<file path="config.mk">
export PLATFORM = sky130hd
export DESIGN_NAME = feal4_block_cipher_unit
export DESIGN_NICKNAME = d
export VERILOG_FILES = /design/src/rtl/feal4_pkg.sv /design/src/rtl/feal4_round_cell.sv /design/src/rtl/feal4_block_cipher_unit.sv
export SDC_FILE = /design/constraint.sdc
export NUM_CORES = 1
export LEC_CHECK = 0
export ABC_AREA = 1
export BUFFER_PORTS_ARGS = -buffer_cell sky130_fd_sc_hd__buf_4
export CORE_MARGIN = 1.5
export CORE_UTILIZATION = 27
export CTS_CLUSTER_DIAMETER = 60
export CTS_CLUSTER_SIZE = 12
export DETAILED_ROUTE_END_ITERATION = 6
export SLEW_MARGIN = 20
export SYNTH_ARGS = -nofsm -noshare
export SYNTH_HDL_FRONTEND = slang
export SYNTH_HIERARCHICAL = 1
export SYNTH_SLANG_ARGS = --single-unit
</file>
<file path="constraint.sdc">
create_clock -name clock -period 7.8 [get_ports clock]
set_input_delay 1.56 -clock clock [delete_from_list [all_inputs] [get_ports clock]]
set_output_delay 1.56 -clock clock [all_outputs]
set_load 0.01 [all_outputs]
</file>
<file path="src/rtl/feal4_pkg.sv">
// Shared types, constants and round function for the FEAL-4 cipher pipeline.
package feal4_pkg;

   localparam int unsigned KEY_W      = 64;
   localparam int unsigned WORD_W     = 32;
   localparam int unsigned SUBKEY_W   = 16;
   localparam int unsigned NUM_ROUNDS = 4;

   localparam logic CMD_ENCRYPT = 1'b0;
   localparam logic CMD_DECRYPT = 1'b1;

   // word traveling down the cell chain
   typedef struct packed {
      logic              cmd;
      logic [WORD_W-1:0] l;
      logic [WORD_W-1:0] r;
   } stage_type;

   function automatic logic [7:0] sbox(input logic [7:0] a, input logic [7:0] b,
                                       input logic one);
      logic [7:0] s;
      s = a + b + {7'd0, one};
      return {s[5:0], s[7:6]};
   endfunction

   function automatic logic [WORD_W-1:0] round_fn(input logic [WORD_W-1:0] x,
                                                  input logic [SUBKEY_W-1:0] sub);
      logic [7:0] f0, f1, f2, f3;
      f1 = x[15:8] ^ sub[7:0] ^ x[7:0];
      f2 = x[23:16] ^ sub[15:8] ^ x[31:24];
      f1 = sbox(f1, f2, 1'b1);
      f2 = sbox(f2, f1, 1'b0);
      f0 = sbox(x[7:0], f1, 1'b0);
      f3 = sbox(x[31:24], f2, 1'b1);
      return {f3, f2, f1, f0};
   endfunction

endpackage

</file>
<file path="src/rtl/feal4_round_cell.sv">
// One round cell: applies a single Feistel round and holds the word for the next cell.
module feal4_round_cell
   import feal4_pkg::*;
#(
   parameter int unsigned STAGE = 0
) (
   input  logic             clock,
   input  logic             reset,
   input  logic [KEY_W-1:0] key,
   input  logic             in_valid,
   output logic             in_ready,
   input  stage_type        in_word,
   output logic             out_valid,
   input  logic             out_ready,
   output stage_type        out_word
);

   localparam logic [1:0] ENC_Q = 2'(NUM_ROUNDS - 1 - STAGE);
   localparam logic [1:0] DEC_Q = 2'(STAGE);
   localparam bit         LAST  = (STAGE == NUM_ROUNDS - 1);

   logic                valid_ff, valid_in;
   stage_type           word_ff, word_in;
   logic [1:0]          q;
   logic [SUBKEY_W-1:0] sub;
   logic [WORD_W-1:0]   f;

   assign q   = (in_word.cmd == CMD_DECRYPT) ? DEC_Q : ENC_Q;
   assign sub = key[{q, 4'd0} +: SUBKEY_W];
   assign f   = round_fn(in_word.r, sub);

   // a cell takes a new word when empty or when its word moves on
   assign in_ready = !valid_ff || out_ready;

   always_comb begin
      word_in     = in_word;
      if (LAST) begin
         // final round: no swap, then fold L back into R
         word_in.l = in_word.l ^ f;
         word_in.r = in_word.r ^ in_word.l ^ f;
      end else begin
         word_in.l = in_word.r;
         word_in.r = in_word.l ^ f;
      end
      valid_in = in_ready ? in_valid : valid_ff;
   end

   always_ff @(posedge clock) begin
      if (reset) begin
         valid_ff <= 1'b0;
      end else begin
         valid_ff <= valid_in;
      end
      if (in_ready && in_valid) begin
         word_ff <= word_in;
      end
   end

   assign out_valid = valid_ff;
   assign out_word  = word_ff;

endmodule

</file>
<file path="src/rtl/feal4_block_cipher_unit.sv">
// Each accepted req word passes through one registered cell per round on its way to rsp_valid.
// Throughput: one block per cycle; each round cell stalls only when its successor is full.
// The four round cells form the pipeline; whitening sits at its entry and exit.
// Reset (synchronous, active high) empties every cell and clears the key to zero.
// The key may be rewritten only while no block is in flight.
module feal4_block_cipher_unit
   import feal4_pkg::*;
(
   input  logic             clock,
   input  logic             reset,
   input  logic             req_valid,
   output logic             req_ready,
   input  logic             req_command,
   input  logic [63:0]      req_block_in,
   output logic             rsp_valid,
   input  logic             rsp_ready,
   output logic [63:0]      rsp_block_out,
   input  logic             csr_write_enable,
   input  logic [KEY_W-1:0] csr_write_data
);

   logic [KEY_W-1:0]  key_ff;
   logic [WORD_W-1:0] kw0, kw1;
   stage_type         link_word  [NUM_ROUNDS+1];
   logic              link_valid [NUM_ROUNDS+1];
   logic              link_ready [NUM_ROUNDS+1];

   always_ff @(posedge clock) begin
      if (reset) begin
         key_ff <= '0;
      end else if (csr_write_enable) begin
         key_ff <= csr_write_data;
      end
   end

   assign kw0 = key_ff[WORD_W-1:0];
   assign kw1 = key_ff[KEY_W-1:WORD_W];

   // entry whitening, then R ^= L
   always_comb begin
      link_word[0].cmd = req_command;
      link_word[0].l   = req_block_in[63:32] ^ kw1;
      link_word[0].r   = req_block_in[31:0] ^ kw0 ^ req_block_in[63:32] ^ kw1;
   end
   assign link_valid[0] = req_valid;
   assign req_ready     = link_ready[0];

   for (genvar i = 0; i < NUM_ROUNDS; i++) begin : g_cell
      feal4_round_cell #(
         .STAGE (i)
      ) u_cell (
         .clock     (clock),
         .reset     (reset),
         .key       (key_ff),
         .in_valid  (link_valid[i]),
         .in_ready  (link_ready[i]),
         .in_word   (link_word[i]),
         .out_valid (link_valid[i+1]),
         .out_ready (link_ready[i+1]),
         .out_word  (link_word[i+1])
      );
   end

   assign link_ready[NUM_ROUNDS] = rsp_ready;
   assign rsp_valid     = link_valid[NUM_ROUNDS];
   assign rsp_block_out = {link_word[NUM_ROUNDS].l ^ kw1, link_word[NUM_ROUNDS].r ^ kw0};

endmodule

</file>
==> metrics <==
H-tree depth=2; Req. time, crit path=8110 ps; Syn-to-layout area delta=18.2%; Remaining Overflow, GRT=0; status=finished, final reports clean; hold violation count in the final report=0; Worst Tran Pin Value=roughly 900 ps; setup bufs post-CTS=0; Num CTS Buffers=38; IO buf count=199; clock period minus worst slack=around 6400 ps; Detail Route Antenna Nets=0; Die ar.=approximately 84000 µm²; RSZ-0062 raised after global routing=false; Worst EP arrival=between 6000 and 7000 ps; Yosys warning count=6; Final Setup Violations=0; Setup TNS Final=0 ps; initial cell density of the core=0.273; first-pass GRT wire length=106000 µm; Final Util=0.323; number of vias per cell=~4.4; clk buf depth=3; Site Rows=104; vias=roughly 17000; Crit Path Category=in -> reg; Fin Clk Skew=around 32 ps; hold path start=key_ff[15]$_SDFFE_PP0P_; CP max stage delay=around 410 ps; post-DP HPWL=~60000 µm; worst skew pair latency=570 ps; syn_nets=around 2800; Critical Path Source Type=input pin; max-slew violations=0; Iteration-0 DRC Markers=between 1000 and 1500; worst flop-to-flop path startpoint=key_ff[56]$_SDFFE_PP0P_; die outline width=around 290 µm; clk root buf=clkbuf_16; die span in y=between 200 and 300 µm; slowest CP cell=fa_1; crit path max fanout=3; Crit. End Element=flip-flop; maxcap violations=0; Core Region=80800 µm²; Worst Setup SP=req_block_in[56]; CTS sink count=327; Hold Crit Class=reg -> reg; CTS tree=built; Mapped Area=around 22000 µm²; most used cell, CP=nand2_1; initial antenna violation count=2; Hold-fix buffers, CTS=0; Max Clk Rate=around 160 MHz; GRT Total Usage=0.179; DRC violations left=0; routed wire length per instance=between 15 and 20 µm; vias in the first global route=between 15000 and 20000; Mapped Cells=around 2500; layout cells sized above 1=0.158; clock slew at reported path FFs=around 60 ps; Max-slew headroom=0.382; final wirelength=75500 µm; GPL Wtd Cong=approximately 0.91; I/O pins=200; drt pass-1 iters=7; final period utilization=0.825; largest net degree at the start of global routing=66; synthesized area per cell=8.83 µm²; nets@finish=2995; CTS resizes=0
[cell type report]
type                       instances  area (µm²)
inverter                         324        1220
sequential                       327        9140
clock buffer                      55        1050
tap                             1060        1330
timing repair buffer             221        1660
clock inverter                    15         169
antenna                            1        2.50
multi-input combinational       1823       11600
fill                            8348       54700
[final timing paths]
path	to	slack [ps]	depth (start not counted)
worst min-delay path	key_ff[15]$_SDFFE_PP0P_	470	2
worst max register to register	g_cell[0].u_cell/out_word[24]$_DFFE_PP_	1580	39
worst max-delay path	g_cell[0].u_cell/out_word[24]$_DFFE_PP_	1360	40
worst min register to register	key_ff[15]$_SDFFE_PP0P_	470	2
[per-stage QoR]
stage | setup slack, ps | instances | area (µm²) | hold slack, ps
2_1_floorplan | 1630 | 2503 | 22100 | 447
3_3_place_gp | 815 | 3755 | 24900 | 455
3_5_place_dp | 805 | 3755 | 24900 | 465
4_1_cts | 1390 | 3825 | 26100 | 473
5_1_grt | 1040 | 3825 | 26100 | 484
6_report | 1360 | 3826 | 26100 | 465
[placed cells by master (no fill, tap or decap), types with 68 or more instances in the layout]
cell,n
a21oi_1,110
buf_4,221
dfxtp_1,68
edfxtp_1,259
ha_1,112
inv_1,319
nand2_1,859
nand3_1,72
xnor2_1,113
xor2_1,293
[worst max-delay path, delay by kind of cell]
| kind | cells | cell delay, ps |
|---|---|---|
| AO/OA/AOI/OAI | 1 | 130 |
| AND/OR/NAND/NOR | 20 | 1580 |
| buffers and inverters | 8 | 560 |
| adder cells (fa/ha/maj) | 6 | 1820 |
| XOR/XNOR | 5 | 1110 |
[sequential cells by signal, indices dropped and copies added (netlist names)]
register	count
g_cell.u_cell/out_word	259
key_ff	64
g_cell.u_cell/out_valid	4
[layer usage]
metal | global-route usage | up-vias | wire, µm
li1 | - | 8432 | -
met1 | 0.221 | 7874 | 32000
met2 | 0.314 | 383 | 37100
met3 | 0.0241 | 107 | 3470
met4 | 0.0710 | 0 | 2930
met5 | 0 | - | 0
Power is left out: the tool's default activity adds up to more than one toggle a clock period on the data nets, which glitch-free logic cannot reach.
